===== src/fcc_pkg.sv =====
// Shared types and constants for the FAT16 cluster chain engine.
package fcc_pkg;

    localparam int unsigned TABLE_ENTRIES = 1024;
    localparam int unsigned IDX_W         = $clog2(TABLE_ENTRIES);
    localparam int unsigned ENTRY_W       = 16;
    localparam int unsigned SIZE_W        = 32;
    localparam int unsigned NEED_W        = SIZE_W + 1;
    localparam int unsigned LOG2_W        = 4;
    localparam int unsigned CFG_ADDR_W    = 3;
    localparam int unsigned CFG_DATA_W    = 32;

    localparam logic [IDX_W-1:0]   FIRST_DATA_CLUSTER = IDX_W'(2);
    localparam logic [IDX_W-1:0]   LAST_CLUSTER       = IDX_W'(TABLE_ENTRIES - 1);
    localparam logic [ENTRY_W-1:0] END_MARK           = 16'hffff;
    localparam logic [ENTRY_W-1:0] FREE_ENTRY         = 16'h0000;
    localparam logic [LOG2_W-1:0]  LOG2_RESET         = 4'd9;

    // Register index, taken from the word address bit of paddr
    localparam logic CFG_IDX_CLUSTER_SIZE_LOG2 = 1'b0;

    localparam logic [1:0] CMD_WRITE    = 2'd0;
    localparam logic [1:0] CMD_READ     = 2'd1;
    localparam logic [1:0] CMD_ALLOCATE = 2'd2;
    localparam logic [1:0] CMD_FREE     = 2'd3;

    localparam logic [1:0] STATUS_OK        = 2'd0;
    localparam logic [1:0] STATUS_NO_SPACE  = 2'd1;
    localparam logic [1:0] STATUS_ZERO_SIZE = 2'd2;
    localparam logic [1:0] STATUS_BROKEN    = 2'd3;

    typedef struct packed {
        logic [1:0]         cmd;
        logic [IDX_W-1:0]   cluster_index;
        logic [ENTRY_W-1:0] entry_value;
        logic [SIZE_W-1:0]  size_bytes;
    } fcc_in_t;

    typedef struct packed {
        logic [1:0]         status;
        logic [ENTRY_W-1:0] value;
        logic [IDX_W-1:0]   clusters_used;
    } fcc_out_t;

endpackage


===== src/fcc_apb_regs.sv =====
// APB configuration register block: cluster size.
module fcc_apb_regs (
    input  logic                              clk,
    input  logic                              rst_n,
    input  logic                              psel,
    input  logic                              penable,
    input  logic                              pwrite,
    input  logic [fcc_pkg::CFG_ADDR_W-1:0]    paddr,
    input  logic [fcc_pkg::CFG_DATA_W-1:0]    pwdata,
    output logic [fcc_pkg::CFG_DATA_W-1:0]    prdata,
    output logic                              pready,
    output logic [fcc_pkg::LOG2_W-1:0]        cluster_size_log2
);
    import fcc_pkg::*;

    logic [LOG2_W-1:0] log2_reg;
    logic [LOG2_W-1:0] log2_next;
    logic              hit;

    assign hit = (paddr[2] == CFG_IDX_CLUSTER_SIZE_LOG2);

    always_comb
    begin
        log2_next = log2_reg;
        if (psel && penable && pwrite && hit)
        begin
            log2_next = pwdata[LOG2_W-1:0];
        end
    end

    always_ff @(posedge clk or negedge rst_n)
    begin
        if (!rst_n)
        begin
            log2_reg <= LOG2_RESET;
        end
        else
        begin
            log2_reg <= log2_next;
        end
    end

    assign prdata            = hit ? {{(CFG_DATA_W-LOG2_W){1'b0}}, log2_reg} : '0;
    assign pready            = 1'b1;
    assign cluster_size_log2 = log2_reg;

endmodule


===== config.mk =====
export PLATFORM = sky130hd
export DESIGN_NAME = fcc_apb_regs
export DESIGN_NICKNAME = d
export VERILOG_FILES = /design/src/fcc_pkg.sv /design/src/fcc_apb_regs.sv
export SDC_FILE = /design/constraint.sdc
export NUM_CORES = 1
export LEC_CHECK = 0
export ABC_CLOCK_PERIOD_IN_PS = 1440
export BUFFER_PORTS_ARGS = -buffer_cell sky130_fd_sc_hd__clkbuf_2
export CELL_PAD_IN_SITES_DETAIL_PLACEMENT = 1
export CELL_PAD_IN_SITES_GLOBAL_PLACEMENT = 2
export CORE_ASPECT_RATIO = 2
export CORE_UTILIZATION = 11
export DETAILED_ROUTE_END_ITERATION = 10
export GPL_ROUTABILITY_DRIVEN = 0
export PLACE_DENSITY = 0.92
export SKIP_CTS_REPAIR_TIMING = 1
export SYNTH_ARGS = -nofsm -noshare
export SYNTH_HDL_FRONTEND = slang
export SYNTH_SLANG_ARGS = --single-unit

===== constraint.sdc =====
create_clock -name clk -period 1.44 [get_ports clk]
set_clock_uncertainty 0.05 [all_clocks]
set_input_delay 0.288 -clock clk [delete_from_list [all_inputs] [get_ports clk]]
set_output_delay 0.288 -clock clk [all_outputs]
set_load 0.01 [all_outputs]

==> results of run 1 <==
## layout by cell type (no fill, tap or decap), drive strengths merged
cell	synthesis	layout
clkbuf	0	21
conb	2	29
dfrtp	2	2
dfstp	2	2
mux2	4	4
dlygate4sd3	0	1
and2b	4	4
nand4b	1	1
## worst min-delay path by stage
| stage | to | depth (start not counted) | slack (ns) | from |
|---|---|---|---|---|
| after floorplan | cluster_size_log2[1] | 0 | -0.06 | rst_n |
| after global placement | cluster_size_log2[2] | 1 | 0.04 | rst_n |
| after detailed placement | cluster_size_log2[1] | 1 | 0.05 | rst_n |
| after CTS | cluster_size_log2[1] | 1 | -0.18 | rst_n |
| after global routing | cluster_size_log2[3] | 2 | 0.26 | pwdata[3] |
| final | cluster_size_log2[1] | 2 | 0.25 | pwdata[1] |
## where the power goes
group | total (mW) | internal [mW] | switching (mW)
registers | 0.168 | 0.147 | 0.0202
clock network | 0.250 | 0.189 | 0.0607
logic | 0.156 | 0.0676 | 0.0881
## metrics by stage
| stage | std cells | worst slack (ns) | cell area (um2) | utilization (%) |
|---|---|---|---|---|
| floorplan | 71 | 0.400 | 533 | - |
| global placement | 108 | 0.323 | 462 | 12.5 |
| detailed placement | 108 | 0.311 | 462 | 12.5 |
| CTS | 112 | 0.0788 | 507 | 13.8 |
| global route | 113 | 0.0453 | 517 | 14.0 |
| finish | 113 | 0.0996 | 517 | 14.0 |
## logic make-up after synthesis
family | after synthesis | synth area share (%)
buf+inv | 29 | 50.4
flops | 4 | 23.8
mux | 4 | 10.4
other cells | 2 | 1.74
simple gates | 5 | 13.6
## critical path, stage by stage, from the launching register on
cell,delay (ns)
dfstp_2,0.53
and2b_2,0.14
clkbuf_2,0.12
## cell type report
class	instances	area [um2]
flip-flops and latches	4	103
multi-input cells	38	213
clock buffers	4	45.0
fillers	454	3170
repair buffers	18	95.1
well taps	49	61.3
## metal layers
metal  part of all wire, %  wire, um  vias to the layer above
met3                    22       148                        4
met2                    38       257                       46
met4                   4.9        33                        0
li1                      -         -                      117
met5                     0         0                        -
met1                    35       239                      107
==> out/results.ini, run 1 <==
[clocking]
cts.sinks=4
cts_root_buf=clkbuf_8
clk_path_buf_depth=2
path_clk_slew_ns=0.03
cts_made_buffers=3
cts_tree=built
insertion_delay_ns=0.22
htree_num_levels=1

[global_routing]
busiest_layer=met2
use_met1_pct=3.54
globalRouteMet3Util_pct=1.20
grt_overflow_total=0
antenna_found_initial=0
grt_pass1_vias=189
grt_pass1_wl_um=917
grtUsageMet2_pct=4.46
grt_start_max_net_pins=6
grt_usage_pct=3.44

[setup_path]
reg2reg_from=cluster_size_log2[2]
worstSetupStartpointType=flop
rr_endpoint=cluster_size_log2[2]
rrSetupSlack_ns=0.60
arrival_ns=1.00
crit_type=reg -> out
worst_ep_required_time_ns=1.10
end_kind=primary output
crit_path_end=prdata[0]
worst-path-max-fanout=3
reg2reg_depth=1
critical_path.startpoint=cluster_size_log2[0]

[worst_hold_path]
hold_class=in -> reg

[yosys]
synth_edf_count=0
synth_area_per_cell_um2=9.81
ys_seq_area_share_pct=23.8
syn-cell-area_um2=432
synth-seq-cells=4
synth_cells=44
synth.top_cells.by_count=buf_4 (29), and2b_2 (4), mux2_2 (4)
ys_warn_count=0
synth-async-reset-ratio_pct=100
yosysUniqueCellTypes=7
yosysTopAreaCell=buf_4
ys.flop_type=dfstp_2
synth.most_common_cell=buf_4
netlist.area_leader.share_pct=50.4
synth_area_leaders=buf_4 (50%), dfstp_2 (12%), dfrtp_1 (12%), mux2_2 (10%), and2b_2 (8.1%)

[sta]
hold_slack_ns=0.251
fmax_mhz=746
min_period_over_period_pct=93.1
rsz0062_at_grt=false
setup_tns_ns=0
period_minus_slack_ns=1.34
slew_violations=0
hold_viol_final=0
setup_viol=0

[drt]
drt_iter0_drc=1
final_antenna_net_count=0
vias_per_cell=2.42
post-route-drc-count=0
dr.pass1.iters=2
vias=274
wl_um=678
routedWlPerCell_um=6.00

[finish]
n_antenna_cell=0
area_delta_synth_final_pct=19.7
largest_register_ffs=4
drive_gt1_share_pct=48.4
finalNetCount=105

[job]
cap_violations=0

[die]
core_um2=3680
start_util_pct=11.7
die_area_um2=4190
num_rows=31
fp.dieH_um=90.6
ios=77
die_x_um=46.3

[pwr]
ir_drop_mv=0.543
power.static_leakage_nw=0.292
powerDensity_nw_per_um2=1110
power_uw=573

[place]
portBuffers=17

[outcome]
outcome=finished, final reports clean

(Power assumes the default switching activity.)
==> inputs of run 2 (changes only) <==
Settings changed: CORE_ASPECT_RATIO 2 to 1.2, SETUP_SLACK_MARGIN from default to 0.1.
==> run 2 against run 1 <==
  * Non-clock buffer count up 1
  * Register-to-register slack worse by 0.03 ns
  * Worst setup slack got worse by 0.0040 ns
  * Count of clock-buffer cells in the layout is the same
  * Final cell count rose by 3.5%
  * Die area decreased by 0.34%
  * Critical path depth is the same
  * Sequential power fell by 2%
  * Routed wire length is 11% higher
  * Design area rose by 4.6%
  * Core utilization increased by 0.61 points
  * Total power rose by 3.6%
  * Critical path type unchanged
==> out/results.ini, run 2 (synthesis gave the netlist of run 1 again) <==
[sta]
min_period_over_period_pct=93.4  ; was 93.1%
setup_tns_ns=0  ; unchanged
hold_viol_final=0  ; unchanged
fmax_mhz=744  ; was 746 MHz
slew_violations=0  ; unchanged
period_minus_slack_ns=1.34  ; about the same
rsz0062_at_grt=true  ; was false
setup_viol=0  ; unchanged

[pwr]
netSwitchingPower_uw=173  ; was 169 uW
ir_drop_mv=0.157  ; was 0.543 mV
powerDensity_nw_per_um2=1100  ; was 1110 nW/um2
p_clk_share_pct=42.5  ; was 43.6%
cellInternalPower_uw=420  ; was 404 uW
seqPwrFrac_pct=27.6  ; was 29.2%
combPwrFrac_pct=29.9  ; was 27.2%
power.static_leakage_nw=0.300  ; was 0.292 nW
swShare_pct=29.2  ; was 29.5%

[global_routing]
grt_overflow_total=0  ; unchanged
grt_usage_pct=3.40  ; was 3.44%
grt_pass1_wl_um=959  ; was 917 um
globalRouteMet3Util_pct=0.731  ; was 1.20%
busiest_layer=met2  ; unchanged
use_met1_pct=2.22  ; was 3.54%
antenna_found_initial=0  ; unchanged
grtUsageMet2_pct=5.87  ; was 4.46%
grt_pass1_vias=223  ; was 189
grt_start_max_net_pins=6  ; unchanged

[clocking]
path_clk_slew_ns=0.03  ; about the same
clk_path_buf_depth=2  ; unchanged
cts_tree=built  ; unchanged
cts_root_buf=clkbuf_8  ; unchanged
htree_num_levels=1  ; unchanged
insertion_delay_ns=0.22  ; about the same
cts.sinks=4  ; unchanged
cts_made_buffers=3  ; unchanged

[setup_path]
critical_path.startpoint=cluster_size_log2[3]  ; was cluster_size_log2[0]
cp_slowest_cell=dfstp_2  ; unchanged
end_kind=primary output  ; unchanged
arrival_ns=1.01  ; was 1.00 ns
crit_type=reg -> out  ; unchanged
worstSetupStartpointType=flop  ; unchanged
reg2reg_depth=2  ; was 1
slowest_delay_ns=0.53  ; about the same
path_cells=and2b_2 -> buf_6  ; was and2b_2 -> clkbuf_2
rrSetupSlack_ns=0.57  ; was 0.60 ns
crit_path_end=prdata[3]  ; was prdata[0]
path_depth=2  ; unchanged
cp.buffers_inverters=1  ; unchanged
rr_endpoint=cluster_size_log2[0]  ; was cluster_size_log2[2]
worst_ep_required_time_ns=1.10  ; about the same
worst-path-max-fanout=3  ; unchanged
reg2reg_from=cluster_size_log2[0]  ; was cluster_size_log2[2]
critPathTopFamily=flip-flops  ; unchanged

[finish]
final_common_cell=conb_1  ; unchanged
most-common-layout-cells=conb_1 (29), clkbuf_2 (15), and2b_2 (4), mux2_2 (4), clkbuf_8 (3)  ; was conb_1 (29), clkbuf_2 (17), and2b_2 (4), mux2_2 (4), clkbuf_8 (3)
finalNetCount=106  ; was 105
area_delta_synth_final_pct=25.2  ; was 19.7%
drive_gt1_share_pct=49.2  ; was 48.4%
fin_util_pct=14.6  ; was 14.0%
largest_register_ffs=4  ; unchanged
n_antenna_cell=0  ; unchanged
fill_cells=460  ; was 454

[drt]
vias=282  ; was 274
drt_iter0_drc=1  ; unchanged
post-route-drc-count=0  ; unchanged
routedWlPerCell_um=6.44  ; was 6.00 um
vias_per_cell=2.41  ; was 2.42
wl_um=753  ; was 678 um
dr.pass1.iters=2  ; unchanged
final_antenna_net_count=0  ; unchanged

[die]
ios=77  ; unchanged
start_util_pct=11.7  ; about the same
num_rows=24  ; was 31
core_um2=3690  ; was 3680 um2
die_area_um2=4180  ; was 4190 um2
die_x_um=59.2  ; was 46.3 um
fp.dieH_um=70.6  ; was 90.6 um

[worst_hold_path]
hold_start=pwdata[2]  ; was pwdata[1]
hold_class=in -> reg  ; unchanged
hold_path_depth=2  ; unchanged

[outcome]
outcome=finished, final reports clean  ; unchanged

[place]
portBuffers=17  ; unchanged

[job]
cap_violations=0  ; unchanged

run 2: routing by layer:
metal  routed length (um)  vias up  part of all wire, %
li1                     -      121                    -
met1                  179      128                   24
met2                  441       31                   59
met3                  110        2                   15
met4                   21        0                  2.8
met5                    0        -                    0
run 2: final cells by class:
cell class / count / area, um2 / share of cell area (%)
flip-flops and latches: 4 / 103 / 19.0
multi-input cells: 38 / 213 / 39.4
well taps: 52 / 65.1 / 12.0
clock buffers: 4 / 45.0 / 8.33
repair buffers: 19 / 115 / 21.3
run 2: how the worst min path moves through the flow:
stage	end	slack, ns
6_report	cluster_size_log2[2]	0.26
5_1_grt	cluster_size_log2[1]	0.26
4_1_cts	cluster_size_log2[2]	-0.19
3_5_place_dp	cluster_size_log2[2]	0.05
3_3_place_gp	cluster_size_log2[2]	0.04
2_1_floorplan	cluster_size_log2[1]	-0.06
run 2: metrics by stage:
stage | hold slack [ns] | setup WS [ns] | cells | area, um2 | power (mW)
finish | 0.257 | 0.0957 | 117 | 541 | 0.594
global route | 0.261 | 0.0599 | 117 | 541 | 0.631
CTS | -0.185 | 0.0911 | 115 | 510 | 0.585
detailed placement | 0.0522 | 0.327 | 111 | 465 | 0.321
global placement | 0.0442 | 0.339 | 111 | 465 | 0.314
floorplan | -0.0576 | 0.400 | 71 | 533 | 0.315
run 2: power groups by stage:
stage / Sequential, mW / Clock (mW) / Combinational [mW]
3_3_place_gp: 0.164 / 0 / 0.150
3_5_place_dp: 0.166 / 0 / 0.155
2_1_floorplan: 0.175 / 0 / 0.140
4_1_cts: 0.165 / 0.265 / 0.155
5_1_grt: 0.170 / 0.266 / 0.195
6_report: 0.164 / 0.252 / 0.178
==> inputs of run 3 (changes only) <==
Settings changed: GPL_TIMING_DRIVEN from default to 0.
==> run 3 against run 2 <==
  * Total power grew 5.9%
  * Highest routed layer unchanged
  * Final cell count grew 24%
  * Routed wire length grew 5.4%
  * Worst setup slack gained 0.024 ns
  * Sequential share of layout area shrank 5.2 points
  * Largest power group unchanged
==> out/results.ini, run 3 (synthesis gave the netlist of run 1 again) <==
[outcome]
outcome=finished, final reports clean  ; unchanged

[place]
portBuffers=17  ; unchanged
post-dp-hpwl_um=755

[worst_hold_path]
hold_start=pwdata[1]  ; was pwdata[2]
hold_class=in -> reg  ; unchanged

[finish]
largest_register_ffs=4  ; unchanged
multi_input_area_um2=213  ; unchanged
area_delta_synth_final_pct=72.5  ; was 25.2%
most-common-layout-cells=buf_4 (29), conb_1 (29), clkbuf_2 (15), and2b_2 (4), mux2_2 (4)  ; was conb_1 (29), clkbuf_2 (15), and2b_2 (4), mux2_2 (4), clkbuf_8 (3)
drive_gt1_share_pct=64.5  ; was 49.2%
n_antenna_cell=0  ; unchanged
finalNetCount=134  ; was 106
register_area_um2=103  ; unchanged
fill_cells=468  ; was 460

[die]
die_area_um2=4180  ; unchanged
core_um2=3690  ; unchanged
fp.dieH_um=70.6  ; unchanged
num_rows=24  ; unchanged
die_x_um=59.2  ; unchanged
start_util_pct=11.7  ; unchanged
ios=77  ; unchanged

[pwr]
swShare_pct=27.0  ; was 29.2%
cellInternalPower_uw=459  ; was 420 uW
netSwitchingPower_uw=170  ; was 173 uW
ir_drop_mv=0.202  ; was 0.157 mV
seqPwrFrac_pct=25.9  ; was 27.6%
powerDensity_nw_per_um2=844  ; was 1100 nW/um2
power.static_leakage_nw=0.451  ; was 0.300 nW
combPwrFrac_pct=35.2  ; was 29.9%
p_clk_share_pct=38.9  ; was 42.5%

[clocking]
htree_num_levels=1  ; unchanged
cts_tree=built  ; unchanged
cts.sinks=4  ; unchanged
cts_made_buffers=3  ; unchanged
path_clk_slew_ns=0.03  ; about the same
clk_path_buf_depth=2  ; unchanged
insertion_delay_ns=0.21  ; was 0.22 ns
cts_root_buf=clkbuf_8  ; unchanged

[global_routing]
grt_start_max_net_pins=6  ; unchanged
grt_pass1_wl_um=1010  ; was 959 um
grt_pass1_vias=267  ; was 223
grt_usage_pct=3.40  ; about the same
antenna_found_initial=0  ; unchanged
grt_overflow_total=0  ; unchanged

[drt]
routedWlPerCell_um=5.48  ; was 6.44 um
vias_per_cell=2.45  ; was 2.41
wl_um=794  ; was 753 um
dr.pass1.iters=2  ; unchanged
drt_iter0_drc=4  ; was 1
post-route-drc-count=0  ; unchanged
vias=355  ; was 282
final_antenna_net_count=0  ; unchanged

[sta]
setup_viol=0  ; unchanged
hold_viol_final=0  ; unchanged
rsz0062_at_grt=true  ; unchanged
fmax_mhz=758  ; was 744 MHz
hold_slack_ns=0.259  ; was 0.257 ns
period_minus_slack_ns=1.32  ; was 1.34 ns
setup_tns_ns=0  ; unchanged
min_period_over_period_pct=91.7  ; was 93.4%
slew_violations=0  ; unchanged

[setup_path]
crit_type=reg -> out  ; unchanged
critical_path.startpoint=cluster_size_log2[3]  ; unchanged
worst-path-max-fanout=3  ; unchanged
worstSetupStartpointType=flop  ; unchanged
end_kind=primary output  ; unchanged
worst_ep_required_time_ns=1.10  ; about the same
reg2reg_from=cluster_size_log2[2]  ; was cluster_size_log2[0]
arrival_ns=0.98  ; was 1.01 ns

[job]
cap_violations=0  ; unchanged

==> run 3: changes by cell type in the layout (fill, tap and decap cells not counted), sizes merged <==
cell  delta
buf     +28
==> run 3: power groups by stage <==
stage,sequential (mW),combinational [mW],clock (mW)
4_1_cts,0.164,0.213,0.252
2_1_floorplan,0.175,0.140,0
3_3_place_gp,0.164,0.209,0
3_5_place_dp,0.165,0.213,0
6_report,0.163,0.221,0.245
5_1_grt,0.168,0.240,0.261
==> run 3: path summary, 6_finish.rpt <==
check,end,slack (ns),cells after the start
setup / recovery,prdata[3],0.12,2
hold / removal,cluster_size_log2[1],0.26,2
setup reg to reg,cluster_size_log2[2],0.63,1
max in group asynchronous,cluster_size_log2[3],0.73,2
hold reg to reg,cluster_size_log2[1],0.47,1
min in group asynchronous,cluster_size_log2[2],0.39,2
==> run 3: stage by stage <==
stage	std cells	util, %	setup slack [ns]	cell area (um2)	total power [mW]
floorplan	71	-	0.400	533	0.315
global placement	140	18.5	0.339	683	0.373
detailed placement	140	18.5	0.333	683	0.378
CTS	144	19.7	0.107	728	0.629
global route	145	20.2	0.0952	744	0.669
finish	145	20.2	0.120	744	0.628
==> run 3: layout make-up <==
type                            instances  area share [%]
Sequential cell                         4            13.8
Multi-Input combinational cell         38            28.6
Clock buffer                            4            6.05
Buffer                                 29            29.2
Timing Repair Buffer                   18            13.6
Tap cell                               52            8.74
==> run 3: layer usage <==
metal | share of wire (%) | track usage [%] | vias to the layer above | wire, um
met1 | 29 | 2.66 | 147 | 233
li1 | - | - | 175 | -
met4 | 2.6 | 4.76 | 0 | 21
met3 | 14 | 0.731 | 2 | 110
met2 | 54 | 5.74 | 31 | 428
met5 | 0 | 0 | - | 0
==> run 3: worst max-delay path, stage by stage, from the launching register on <==
cell,delay [ns]
dfstp_2,0.53
and2b_2,0.13
buf_2,0.12
